===== src/design/efr_pkg.sv =====
// Shared types and constants for the escaped frame receiver.
package efr_pkg;

    localparam int FRAME_CAPACITY = 64;
    localparam int ADDR_W = (FRAME_CAPACITY > 1) ? $clog2(FRAME_CAPACITY) : 1;
    localparam int CNT_W = $clog2(FRAME_CAPACITY + 1);

    localparam logic [7:0] ESC_RESET = 8'd65;
    localparam logic [7:0] BGN_RESET = 8'd66;
    localparam logic [7:0] END_RESET = 8'd67;
    localparam logic [7:0] ZERO_RESET = 8'd68;

    localparam int PADDR_W = 4;

    localparam logic [1:0] REG_ESC = 2'd0;
    localparam logic [1:0] REG_BGN = 2'd1;
    localparam logic [1:0] REG_END = 2'd2;
    localparam logic [1:0] REG_ZERO = 2'd3;

    typedef struct packed {
        logic [7:0] esc_code;
        logic [7:0] bgn_code;
        logic [7:0] end_code;
        logic [7:0] zero_code;
    } codes_t;

    typedef struct packed {
        logic             valid;
        logic [CNT_W-1:0] count;
        logic             ovf;
    } close_t;

    typedef enum logic [1:0] {
        MODE_IDLE   = 2'd0,
        MODE_ESC    = 2'd1,
        MODE_ACCEPT = 2'd2
    } parse_mode_t;

    typedef enum logic [1:0] {
        BURST_IDLE = 2'd0,
        BURST_READ = 2'd1,
        BURST_SHOW = 2'd2
    } burst_state_t;

endpackage


===== src/design/escaped_frame_receiver.sv =====
// Top level of the escaped frame receiver: parser, payload store and burst readout.
//
// Input channel (s_valid/s_ready/s_rx_byte): one raw link byte per transfer.
// Escape+begin opens a frame, plain bytes and escape pairs inside it are
// decoded into the payload store, and escape+end closes it.
// Result channel (m_valid/m_ready/m_*): on close the whole stored payload
// leaves as a burst, one transfer per byte, with m_last on the final one.
// An empty frame gives one transfer of length 0 with m_last set.
// s_ready is high whenever no burst runs, so bytes that do not close a frame
// are never held up. A close starts a burst during which s_ready stays low;
// each result needs a store read (BURST_READ) and then shows the registered
// read data (BURST_SHOW) until the receiver takes it; an empty frame goes
// straight to BURST_SHOW. The single read port of the store sets this pace.
// A stalled receiver simply holds the current result; nothing is lost.
// Reset (aresetn low, synchronous) restores the default codes 'A'..'D',
// returns the parser to idle with no frame open and drops any burst.
// Configuration is an APB-style port with the four codes at 0x0..0xC.
module escaped_frame_receiver (
    input  logic                        aclk,
    input  logic                        aresetn,
    // configuration
    input  logic                        psel,
    input  logic                        penable,
    input  logic                        pwrite,
    input  logic [efr_pkg::PADDR_W-1:0] paddr,
    input  logic [31:0]                 pwdata,
    output logic [31:0]                 prdata,
    output logic                        pready,
    // raw byte input
    input  logic                        s_valid,
    output logic                        s_ready,
    input  logic [7:0]                  s_rx_byte,
    // decoded payload output
    output logic                        m_valid,
    input  logic                        m_ready,
    output logic [7:0]                  m_payload_byte,
    output logic [5:0]                  m_byte_position,
    output logic [6:0]                  m_frame_length,
    output logic                        m_last,
    output logic                        m_overflowed
);

    efr_pkg::codes_t codes;
    efr_pkg::close_t close;

    logic                       byte_fire;
    logic                       wr_en;
    logic [efr_pkg::ADDR_W-1:0] wr_addr;
    logic [7:0]                 wr_data;
    logic                       rd_en;
    logic [7:0]                 rd_data;

    efr_pkg::burst_state_t      state_reg;
    efr_pkg::burst_state_t      state_next;
    logic [efr_pkg::ADDR_W-1:0] idx_reg;
    logic [efr_pkg::ADDR_W-1:0] idx_next;
    logic [efr_pkg::CNT_W-1:0]  len_reg;
    logic [efr_pkg::CNT_W-1:0]  len_next;
    logic                       ovf_reg;
    logic                       ovf_next;
    logic                       is_last;
    logic                       out_fire;

    efr_cfg u_cfg (
        .aclk    (aclk),
        .aresetn (aresetn),
        .psel    (psel),
        .penable (penable),
        .pwrite  (pwrite),
        .paddr   (paddr),
        .pwdata  (pwdata),
        .prdata  (prdata),
        .pready  (pready),
        .codes   (codes)
    );

    efr_parser u_parser (
        .aclk      (aclk),
        .aresetn   (aresetn),
        .byte_fire (byte_fire),
        .rx_byte   (s_rx_byte),
        .codes     (codes),
        .wr_en     (wr_en),
        .wr_addr   (wr_addr),
        .wr_data   (wr_data),
        .close     (close)
    );

    // Payload store: written while a frame is parsed, read only during the burst.
    efr_ram #(
        .WIDTH (8),
        .DEPTH (efr_pkg::FRAME_CAPACITY)
    ) u_store (
        .aclk  (aclk),
        .we    (wr_en),
        .waddr (wr_addr),
        .wdata (wr_data),
        .re    (rd_en),
        .raddr (idx_reg),
        .rdata (rd_data)
    );

    assign byte_fire = s_valid && s_ready;
    assign out_fire  = m_valid && m_ready;

    // Last result of the burst; an empty frame is its own last result.
    assign is_last = (len_reg == '0) ||
                     ((efr_pkg::CNT_W'(idx_reg) + efr_pkg::CNT_W'(1)) == len_reg);

    // Burst sequencer next state.
    always_comb begin
        state_next = state_reg;
        case (state_reg)
            efr_pkg::BURST_IDLE: begin
                if (close.valid) begin
                    state_next = (close.count == '0) ? efr_pkg::BURST_SHOW
                                                     : efr_pkg::BURST_READ;
                end
            end
            efr_pkg::BURST_READ: begin
                state_next = efr_pkg::BURST_SHOW;
            end
            efr_pkg::BURST_SHOW: begin
                if (out_fire) begin
                    state_next = is_last ? efr_pkg::BURST_IDLE : efr_pkg::BURST_READ;
                end
            end
            default: begin
                state_next = efr_pkg::BURST_IDLE;
            end
        endcase
    end

    // Burst sequencer outputs and datapath updates.
    always_comb begin
        s_ready  = (state_reg == efr_pkg::BURST_IDLE);
        m_valid  = (state_reg == efr_pkg::BURST_SHOW);
        rd_en    = (state_reg == efr_pkg::BURST_READ);
        idx_next = idx_reg;
        len_next = len_reg;
        ovf_next = ovf_reg;
        if (state_reg == efr_pkg::BURST_IDLE && close.valid) begin
            // latch the frame summary and restart at the first byte
            idx_next = '0;
            len_next = close.count;
            ovf_next = close.ovf;
        end else if (state_reg == efr_pkg::BURST_SHOW && out_fire && !is_last) begin
            idx_next = idx_reg + efr_pkg::ADDR_W'(1);
        end
    end

    always_ff @(posedge aclk) begin
        if (!aresetn) begin
            state_reg <= efr_pkg::BURST_IDLE;
        end else begin
            state_reg <= state_next;
        end
    end

    // Frame summary needs no reset: only read while a burst is shown.
    always_ff @(posedge aclk) begin
        idx_reg <= idx_next;
        len_reg <= len_next;
        ovf_reg <= ovf_next;
    end

    assign m_payload_byte  = (len_reg == '0) ? 8'd0 : rd_data;
    assign m_byte_position = 6'(idx_reg);
    assign m_frame_length  = 7'(len_reg);
    assign m_last          = is_last;
    assign m_overflowed    = ovf_reg;

endmodule


===== src/design/efr_ram.sv =====
// Generic single-write, single-read RAM with registered read data.
module efr_ram #(
    parameter int WIDTH = 8,
    parameter int DEPTH = 64
) (
    input  logic                                          aclk,
    input  logic                                          we,
    input  logic [((DEPTH > 1) ? $clog2(DEPTH) : 1)-1:0] waddr,
    input  logic [WIDTH-1:0]                              wdata,
    input  logic                                          re,
    input  logic [((DEPTH > 1) ? $clog2(DEPTH) : 1)-1:0] raddr,
    output logic [WIDTH-1:0]                              rdata
);

    logic [WIDTH-1:0] mem [DEPTH];
    logic [WIDTH-1:0] rdata_reg;

    always_ff @(posedge aclk) begin
        if (we) begin
            mem[waddr] <= wdata;
        end
        if (re) begin
            rdata_reg <= mem[raddr];
        end
    end

    assign rdata = rdata_reg;

endmodule


===== src/design/efr_cfg.sv =====
// APB-style configuration registers holding the four framing codes.
module efr_cfg (
    input  logic                         aclk,
    input  logic                         aresetn,
    input  logic                         psel,
    input  logic                         penable,
    input  logic                         pwrite,
    input  logic [efr_pkg::PADDR_W-1:0]  paddr,
    input  logic [31:0]                  pwdata,
    output logic [31:0]                  prdata,
    output logic                         pready,
    output efr_pkg::codes_t              codes
);

    efr_pkg::codes_t codes_reg;
    efr_pkg::codes_t codes_next;
    logic            wr_fire;
    logic [1:0]      reg_idx;

    assign pready  = 1'b1;
    assign wr_fire = psel && penable && pwrite;
    assign reg_idx = paddr[3:2];

    always_comb begin
        codes_next = codes_reg;
        if (wr_fire) begin
            case (reg_idx)
                efr_pkg::REG_ESC:  codes_next.esc_code  = pwdata[7:0];
                efr_pkg::REG_BGN:  codes_next.bgn_code  = pwdata[7:0];
                efr_pkg::REG_END:  codes_next.end_code  = pwdata[7:0];
                efr_pkg::REG_ZERO: codes_next.zero_code = pwdata[7:0];
                default:           codes_next = codes_reg;
            endcase
        end
    end

    always_ff @(posedge aclk) begin
        if (!aresetn) begin
            codes_reg.esc_code  <= efr_pkg::ESC_RESET;
            codes_reg.bgn_code  <= efr_pkg::BGN_RESET;
            codes_reg.end_code  <= efr_pkg::END_RESET;
            codes_reg.zero_code <= efr_pkg::ZERO_RESET;
        end else begin
            codes_reg <= codes_next;
        end
    end

    always_comb begin
        case (reg_idx)
            efr_pkg::REG_ESC:  prdata = {24'd0, codes_reg.esc_code};
            efr_pkg::REG_BGN:  prdata = {24'd0, codes_reg.bgn_code};
            efr_pkg::REG_END:  prdata = {24'd0, codes_reg.end_code};
            efr_pkg::REG_ZERO: prdata = {24'd0, codes_reg.zero_code};
            default:           prdata = 32'd0;
        endcase
    end

    assign codes = codes_reg;

endmodule


===== src/design/efr_parser.sv =====
// Escape-pair parser: tracks frame state and writes payload bytes into the store.
module efr_parser (
    input  logic                        aclk,
    input  logic                        aresetn,
    input  logic                        byte_fire,
    input  logic [7:0]                  rx_byte,
    input  efr_pkg::codes_t             codes,
    output logic                        wr_en,
    output logic [efr_pkg::ADDR_W-1:0]  wr_addr,
    output logic [7:0]                  wr_data,
    output efr_pkg::close_t             close
);

    efr_pkg::parse_mode_t mode_reg;
    efr_pkg::parse_mode_t mode_next;
    logic                      open_reg;
    logic                      open_next;
    logic [efr_pkg::CNT_W-1:0] count_reg;
    logic [efr_pkg::CNT_W-1:0] count_next;
    logic                      ovf_reg;
    logic                      ovf_next;

    logic       store_req;
    logic [7:0] store_data;
    logic       open_cmd;
    logic       close_cmd;
    logic       abandon_cmd;
    logic       has_room;
    logic       is_esc;
    logic       is_bgn;
    logic       is_end;
    logic       is_zero;

    assign is_esc  = (rx_byte == codes.esc_code);
    assign is_bgn  = (rx_byte == codes.bgn_code);
    assign is_end  = (rx_byte == codes.end_code);
    assign is_zero = (rx_byte == codes.zero_code);
    assign has_room = (count_reg < efr_pkg::CNT_W'(efr_pkg::FRAME_CAPACITY));

    // Next parse mode; a misplaced code is looked at again as an idle byte.
    always_comb begin
        mode_next = mode_reg;
        if (byte_fire) begin
            case (mode_reg)
                efr_pkg::MODE_ESC: begin
                    if (is_bgn) begin
                        if (!open_reg) begin
                            mode_next = efr_pkg::MODE_ACCEPT;
                        end else begin
                            mode_next = is_esc ? efr_pkg::MODE_ESC : efr_pkg::MODE_IDLE;
                        end
                    end else if (is_end) begin
                        if (open_reg) begin
                            mode_next = efr_pkg::MODE_IDLE;
                        end else begin
                            mode_next = is_esc ? efr_pkg::MODE_ESC : efr_pkg::MODE_IDLE;
                        end
                    end else if (is_esc) begin
                        mode_next = open_reg ? efr_pkg::MODE_ACCEPT : efr_pkg::MODE_ESC;
                    end else if (is_zero) begin
                        mode_next = open_reg ? efr_pkg::MODE_ACCEPT : efr_pkg::MODE_IDLE;
                    end else begin
                        mode_next = efr_pkg::MODE_IDLE;
                    end
                end
                efr_pkg::MODE_ACCEPT: begin
                    if (is_esc) begin
                        mode_next = efr_pkg::MODE_ESC;
                    end
                end
                default: begin
                    mode_next = is_esc ? efr_pkg::MODE_ESC : efr_pkg::MODE_IDLE;
                end
            endcase
        end
    end

    // Actions taken on the accepted byte.
    always_comb begin
        store_req   = 1'b0;
        store_data  = rx_byte;
        open_cmd    = 1'b0;
        close_cmd   = 1'b0;
        abandon_cmd = 1'b0;
        if (byte_fire) begin
            case (mode_reg)
                efr_pkg::MODE_ESC: begin
                    if (is_bgn) begin
                        open_cmd = !open_reg;
                    end else if (is_end) begin
                        close_cmd = open_reg;
                    end else if (is_esc) begin
                        store_req  = open_reg;
                        store_data = codes.esc_code;
                    end else if (is_zero) begin
                        store_req  = open_reg;
                        store_data = 8'd0;
                    end else begin
                        abandon_cmd = 1'b1;
                    end
                end
                efr_pkg::MODE_ACCEPT: begin
                    store_req = !is_esc;
                end
                default: begin
                    store_req = 1'b0;
                end
            endcase
        end
    end

    always_comb begin
        open_next  = open_reg;
        count_next = count_reg;
        ovf_next   = ovf_reg;
        if (open_cmd) begin
            open_next  = 1'b1;
            count_next = '0;
            ovf_next   = 1'b0;
        end else if (close_cmd || abandon_cmd) begin
            open_next = 1'b0;
        end else if (store_req) begin
            if (has_room) begin
                count_next = count_reg + efr_pkg::CNT_W'(1);
            end else begin
                ovf_next = 1'b1;
            end
        end
    end

    always_ff @(posedge aclk) begin
        if (!aresetn) begin
            mode_reg  <= efr_pkg::MODE_IDLE;
            open_reg  <= 1'b0;
            count_reg <= '0;
            ovf_reg   <= 1'b0;
        end else begin
            mode_reg  <= mode_next;
            open_reg  <= open_next;
            count_reg <= count_next;
            ovf_reg   <= ovf_next;
        end
    end

    assign wr_en   = store_req && has_room;
    assign wr_addr = count_reg[efr_pkg::ADDR_W-1:0];
    assign wr_data = store_data;

    assign close.valid = close_cmd;
    assign close.count = count_reg;
    assign close.ovf   = ovf_reg;

endmodule


===== config.mk =====
export PLATFORM = sky130hd
export DESIGN_NAME = escaped_frame_receiver
export DESIGN_NICKNAME = d
export VERILOG_FILES = /design/src/design/efr_pkg.sv /design/src/design/escaped_frame_receiver.sv /design/src/design/efr_ram.sv /design/src/design/efr_cfg.sv /design/src/design/efr_parser.sv
export SDC_FILE = /design/constraint.sdc
export NUM_CORES = 1
export LEC_CHECK = 0
export ABC_CLOCK_PERIOD_IN_PS = 7500
export BUFFER_PORTS_ARGS = -buffer_cell sky130_fd_sc_hd__buf_2
export CELL_PAD_IN_SITES_DETAIL_PLACEMENT = 0
export CELL_PAD_IN_SITES_GLOBAL_PLACEMENT = 2
export CORE_MARGIN = 2
export CORE_UTILIZATION = 51
export CTS_BUF_LIST = sky130_fd_sc_hd__clkbuf_4 sky130_fd_sc_hd__clkbuf_8 sky130_fd_sc_hd__clkbuf_16
export DETAILED_ROUTE_END_ITERATION = 7
export MAX_ROUTING_LAYER = met4
export PLACE_DENSITY = 0.89
export SLEW_MARGIN = 15
export SYNTH_ARGS = -nofsm -noshare
export SYNTH_HDL_FRONTEND = slang
export SYNTH_SLANG_ARGS = --single-unit

===== constraint.sdc =====
create_clock -name aclk -period 7.5 [get_ports aclk]
set_clock_uncertainty 0.05 [all_clocks]
set_input_delay 1.5 -clock aclk [delete_from_list [all_inputs] [get_ports aclk]]
set_output_delay 1.5 -clock aclk [all_outputs]
set_load 0.03 [all_outputs]

==> results of run 1 <==
kinds of logic after synthesis:
family,after synthesis
flops,579
mux,214
simple gates,203
buf+inv,101
compound gates,57
xor+xnor,40
fa+ha+maj,5
other cells,2
cells in the final DEF (no fill, tap or decap), types with 5 or more instances in the layout:
master / instances
edfxtp_1: 528
mux4_2: 176
nor2_1: 80
clkbuf_16: 59
buf_2: 57
dfxtp_1: 47
mux2i_1: 38
nand2_1: 29
nor2b_1: 29
conb_1: 25
xnor2_1: 21
xor2_1: 19
buf_4: 18
clkbuf_4: 12
clkinv_1: 12
inv_1: 10
and2_1: 10
o211ai_1: 10
o21ai_1: 10
bufinv_16: 8
clkinv_2: 8
nand3_1: 7
nand4_1: 7
or3_1: 7
a22o_2: 6
nand2b_1: 6
a21oi_1: 5
ha_1: 5
clkinvlp_4: 5
power groups by stage:
stage          Combinational (mW)  Clock, mW  Sequential (mW)
2_1_floorplan              0.0852          0             3.59
3_3_place_gp                0.113          0             3.59
3_5_place_dp                0.118          0             3.59
4_1_cts                     0.118       3.00             3.52
5_1_grt                     0.129       3.12             3.52
6_report                    0.119       2.95             3.52
worst max-delay path, cell delays in order, from the launching register on:
cell,delay (ns)
dfxtp_4,0.90
ha_1,0.39
nand3_1,0.14
nor3_1,0.22
a31oi_1,0.12
o31ai_1,0.43
buf_2,0.28
worst max path at each step:
stage                                  start                 end  slack [ns]
final                     m_byte_position[1]              m_last        2.88
after global routing      m_byte_position[2]              m_last        2.64
after CTS                 m_byte_position[1]              m_last        2.78
after detailed placement        s_rx_byte[0]  u_store.mem[24][5]        2.52
after global placement          s_rx_byte[0]  u_store.mem[28][5]        2.66
after floorplan                 s_rx_byte[0]   u_store.mem[0][0]        3.21
metrics by stage:
stage               hold slack [ns]  util [%]  cells  cell area [um^2]  setup WS (ns)
global placement              0.384      53.6   1808             24400           2.66
finish                        0.402      58.0   1917             26400           2.88
global route                  0.423      58.0   1917             26400           2.64
detailed placement            0.393      53.6   1808             24400           2.52
CTS                           0.404      57.9   1916             26400           2.78
floorplan                     0.356         -   1224             23700           3.21
area by class of cell:
type	instances	area [um^2]
Fill cell	3291	19200
Timing Repair Buffer	76	440
Clock inverter	37	398
Multi-Input combinational cell	544	6340
Sequential cell	579	16900
Inverter	10	37.5
Tap cell	600	751
Clock buffer	71	1570
per-layer routing:
| metal | global-route usage [%] | up-vias |
|---|---|---|
| li1 | - | 4959 |
| met1 | 29.9 | 6023 |
| met2 | 35.0 | 429 |
| met3 | 3.99 | 85 |
| met4 | 7.77 | 0 |
| met5 | - | - |
==> impl_metrics.py, run 1 <==
metrics = {
    "outcome": {
        "outcome": "completed",
    },
    "clock_network": {
        "ctsHtreeMaxLevel": 2,
        "numClockSinks": 579,
        "cts_buffer_depth": 3,
        "clock_latency_ns": 0.60,
        "cts_tree": "yes",
        "holdBufCountCts": 0,
        "cts_made_buffers": 57,
        "clk_pin_slew_ns": 0.06,
        "cts_setup_buffers": 0,
        "cts-resized-gates": 0,
        "cts_root_buffer": "clkbuf_16",
    },
    "sta": {
        "rsz0062_at_grt": "false",
        "hold_violations": 0,
        "setup_viol": 0,
        "max_slew.worst_pin.slew_ns": 1.09,
        "fin_crit_ns": 4.62,
        "fmax_mhz": 216,
        "max_slew_margin_pct": 26.9,
        "period_share_pct": 61.7,
        "final-max-slew-violation-count": 0,
        "setup_tns_ns": 0,
    },
    "worst_setup_path": {
        "timing.rr.end": "u_store.rdata[3]",
        "cp-end-kind": "output port",
        "rrSetupSlack_ns": 3.44,
        "required_ns": 5.95,
        "r2r-start": "m_byte_position[0]",
        "r2r_cells": 5,
        "critPathKind": "reg -> out",
        "cp_max_fo": 60,
        "cp.arrival_ns": 3.07,
        "crit_path_start_kind": "flop",
    },
    "logic_synthesis": {
        "yosysTopAreaCell": "edfxtp_1",
        "synthSimpleGateAreaFrac_pct": 4.43,
        "syn_area_per_cell_um2": 19.7,
        "synth_top_area_share_pct": 67.0,
        "synthMuxAreaShare_pct": 18.4,
        "yosysSeqAreaShare_pct": 71.3,
        "synth_common_cells": "edfxtp_1, mux4_2, nor2_1",
        "synth.distinct_cells": 55,
        "synth_area_leaders": "edfxtp_1, mux4_2, dfxtp_1, mux2i_1, nor2_1",
        "ys_async_sr_fraction_pct": 0,
        "synth_edf_count": 528,
        "synth_compound_area_share_pct": 1.76,
        "synth_top_family_by_area": "multiplexers",
        "synth_warnings": 0,
        "synthAdderAreaFrac_pct": 0.264,
        "syn-cell-area_um2": 23700,
        "synth_cells": 1201,
        "synth_ff_type": "edfxtp_1",
        "synth-xor-area-share_pct": 1.48,
        "synth.most_common_cell": "edfxtp_1",
        "ys_ff_latch": 579,
    },
    "floorplanning": {
        "die_w_um": 219,
        "io-pin-count": 109,
        "rows": 78,
        "dieArea_um2": 48100,
        "initial_core_util_pct": 51.9,
        "core-area_um2": 45600,
        "die_y_um": 219,
    },
    "pwr": {
        "power.internal_mw": 5.30,
        "p_seq_share_pct": 53.4,
        "pwr-share-comb_pct": 1.8,
        "power_density_nw_per_um2": 249,
        "switchingPower_mw": 1.28,
        "p_leak_nw": 8.30,
        "power_mw": 6.58,
        "pwr-share-clk_pct": 44.8,
        "p_sw_share_pct": 19.5,
        "ir_worst_vdd_mv": 0.178,
    },
    "drt": {
        "wl_met3_mm": 3.49,
        "vias": 11500,
        "met2_length_mm": 24.9,
        "wirelength_mm": 50.3,
        "drc": 0,
        "top_layer_used": "met4",
        "final_antenna_net_count": 0,
        "wire_per_inst_um": 26.2,
        "drtPass1Iterations": 5,
        "m1WireLength_mm": 20.4,
        "vias_per_cell": 6.00,
        "drt_iter0_drc": 1112,
    },
    "place": {
        "dp_hpwl_mm": 30.6,
        "port_buffers": 57,
        "place_congestion": 0.788,
    },
    "grt": {
        "antenna_found_initial": 0,
        "grt_pass1_vias": 11700,
        "grt_max_degree": 65,
        "grt.total_usage_pct": 22.4,
        "grt_pass1_wl_mm": 75.7,
        "overflow": 0,
    },
    "hold_path": {
        "hold_end": "m_byte_position[2]",
        "min_from": "m_byte_position[2]",
        "hold_depth": 1,
        "hp-class": "reg -> reg",
    },
    "job": {
        "drv_cap": 0,
    },
    "cells_and_area": {
        "layout-drive-gt1-share_pct": 28.2,
        "largest_reg_flops": 512,
        "num_antenna_cells": 0,
        "finalNetCount": 1324,
        "area_delta_synth_final_pct": 11.7,
    },
}
No activity file was read; power rests on OpenSTA's default activity.
==> inputs of run 2 (changes only) <==
- ABC_CLOCK_PERIOD_IN_PS: 7500 -> 4100
- CORE_UTILIZATION: 51 -> 43
- PLACE_DENSITY: 0.89 -> 0.8
- clock period: 7.5 -> 4.1 ns (I/O delays scaled with it)
==> run 2 against run 1 <==
Effect of this change: sequential power up 83%; sequential share of layout area down 1.8 points; final area up 3.0%; global-route usage down 3.5 points; die area up 18%; routed wire length up 1.7%; critical path depth unchanged; cell count up 8.7%; utilization down 7.7 points; count of clock-buffer cells in the layout up 3; combinational power up 80%; total power up 83%; critical path type unchanged.
==> impl_metrics.py, run 2 (synthesis results as in run 1) <==
metrics = {
    "outcome": {
        "outcome": "completed",
    },
    "floorplanning": {
        "dieArea_um2": 56900,
        "initial_core_util_pct": 43.7,
        "core-area_um2": 54100,
        "die_w_um": 239,
        "rows": 85,
        "io-pin-count": 109,
        "die_y_um": 239,
    },
    "pwr": {
        "power.internal_mw": 9.67,
        "p_seq_share_pct": 53.4,
        "switchingPower_mw": 2.38,
        "pwr-share-comb_pct": 1.8,
        "p_sw_share_pct": 19.7,
        "power_density_nw_per_um2": 443,
        "p_leak_nw": 8.74,
        "pwr-share-clk_pct": 44.8,
        "ir_worst_vdd_mv": 0.342,
    },
    "clock_network": {
        "numClockSinks": 579,
        "cts_made_buffers": 57,
        "ctsHtreeMaxLevel": 2,
        "clock_latency_ns": 0.63,
        "clk_pin_slew_ns": 0.06,
        "cts_root_buffer": "clkbuf_16",
        "cts_buffer_depth": 3,
        "cts_tree": "yes",
        "cts-resized-gates": 0,
    },
    "cells_and_area": {
        "finalNetCount": 1397,
        "num_antenna_cells": 0,
        "stdcell_area_um2": 27200,
        "layout-drive-gt1-share_pct": 32.1,
        "most-common-layout-cells": "edfxtp_1, mux4_2, buf_4",
        "area_delta_synth_final_pct": 15.1,
        "register_area_um2": 16900,
        "largest_reg_flops": 512,
        "final_common_cell": "edfxtp_1",
        "num-fill-cells": 4311,
        "multi_input_area_um2": 6380,
    },
    "place": {
        "dp_hpwl_mm": 32.2,
        "postPlaceCellArea_um2": 25200,
        "port_buffers": 57,
        "place_congestion": 0.772,
    },
    "worst_setup_path": {
        "cp.arrival_ns": 2.81,
        "required_ns": 3.23,
        "timing.rr.end": "u_store.mem[10][3]",
        "crit_start": "m_byte_position[1]",
        "endpoint": "m_last",
        "rrSetupSlack_ns": 0.82,
        "crit_path_start_kind": "flop",
        "cp-end-kind": "output port",
        "r2r_cells": 8,
        "r2r-start": "u_cfg.codes[30]",
        "critPathKind": "reg -> out",
        "cp_max_fo": 34,
    },
    "sta": {
        "hold_violations": 0,
        "fmax_mhz": 271,
        "max_slew.worst_pin.slew_ns": 1.22,
        "final-max-slew-violation-count": 0,
        "max_slew_margin_pct": 18.2,
        "rsz0062_at_grt": "false",
        "whs_ns": 0.412,
        "setup_viol": 0,
        "period_share_pct": 89.9,
        "fin_crit_ns": 3.68,
        "setup_tns_ns": 0,
    },
    "drt": {
        "final_antenna_net_count": 0,
        "drtPass1Iterations": 5,
        "wirelength_mm": 51.1,
        "drc": 0,
        "drt_iter0_drc": 984,
        "vias_per_cell": 5.59,
        "vias": 11600,
        "wire_per_inst_um": 24.5,
    },
    "grt": {
        "grt_max_degree": 65,
        "overflow": 0,
        "antenna_found_initial": 1,
        "grt_pass1_wl_mm": 76.4,
        "grt.total_usage_pct": 18.9,
        "grt_pass1_vias": 11800,
    },
    "hold_path": {
        "hp-class": "in -> reg",
    },
    "job": {
        "drv_cap": 0,
    },
}
-- run 2: repair_timing --
action	in CTS	in global routing
endpoints found under the setup margin	0	1
hold buffers	0	0
setup buffers	0	1
-- run 2: worst min path at each step --
stage                                startpoint                 to  slack, ns  cells past startpoint
after floorplan           u_parser.count_reg[2]  m_frame_length[2]       0.36                      0
after global placement         u_parser.ovf_reg       m_overflowed       0.43                      0
after detailed placement       u_parser.ovf_reg   u_parser.ovf_reg       0.43                      2
after CTS                             pwdata[0]     u_cfg.codes[8]       0.38                      3
after global routing                  pwdata[0]    u_cfg.codes[24]       0.42                      3
final                                 pwdata[0]     u_cfg.codes[8]       0.41                      3
-- run 2: area by class of cell --
type / instances / share of cell area [%]
flip-flops and latches: 579 / 62.1
multi-input cells: 544 / 23.4
clock inverters: 32 / 1.51
repair buffers: 149 / 3.95
well taps: 696 / 3.20
clock buffers: 74 / 5.71
inverters: 10 / 0.138
-- run 2: layer usage --
metal	GRT usage (%)	vias to the layer above	part of all wire [%]
met1	25.6	6132	43
li1	-	5108	-
met3	2.86	81	5.0
met2	30.2	321	50
met5	-	-	0
met4	4.96	0	2.2
-- run 2: power by group through the flow --
stage,Sequential (mW),Combinational [mW],Clock [mW]
6_report,6.44,0.214,5.40
5_1_grt,6.43,0.233,5.74
4_1_cts,6.44,0.213,5.51
3_5_place_dp,6.56,0.213,0
3_3_place_gp,6.56,0.203,0
2_1_floorplan,6.56,0.156,0
-- run 2: critical path, cell delays in order, from the launching register on --
cell and delay (ns):
dfxtp_4 0.69, ha_1 0.35, nand3_1 0.15, nor3_1 0.20
a31oi_1 0.11, o31ai_1 0.41, buf_2 0.27
-- run 2: through the flow --
step,instances,total power [mW],worst slack [ns],utilization [%]
floorplan,1224,6.72,0.489,-
global placement,1977,6.77,0.261,46.5
detailed placement,1977,6.78,0.251,46.5
CTS,2083,12.2,0.116,50.1
global route,2084,12.4,0.207,50.3
finish,2084,12.1,0.415,50.3
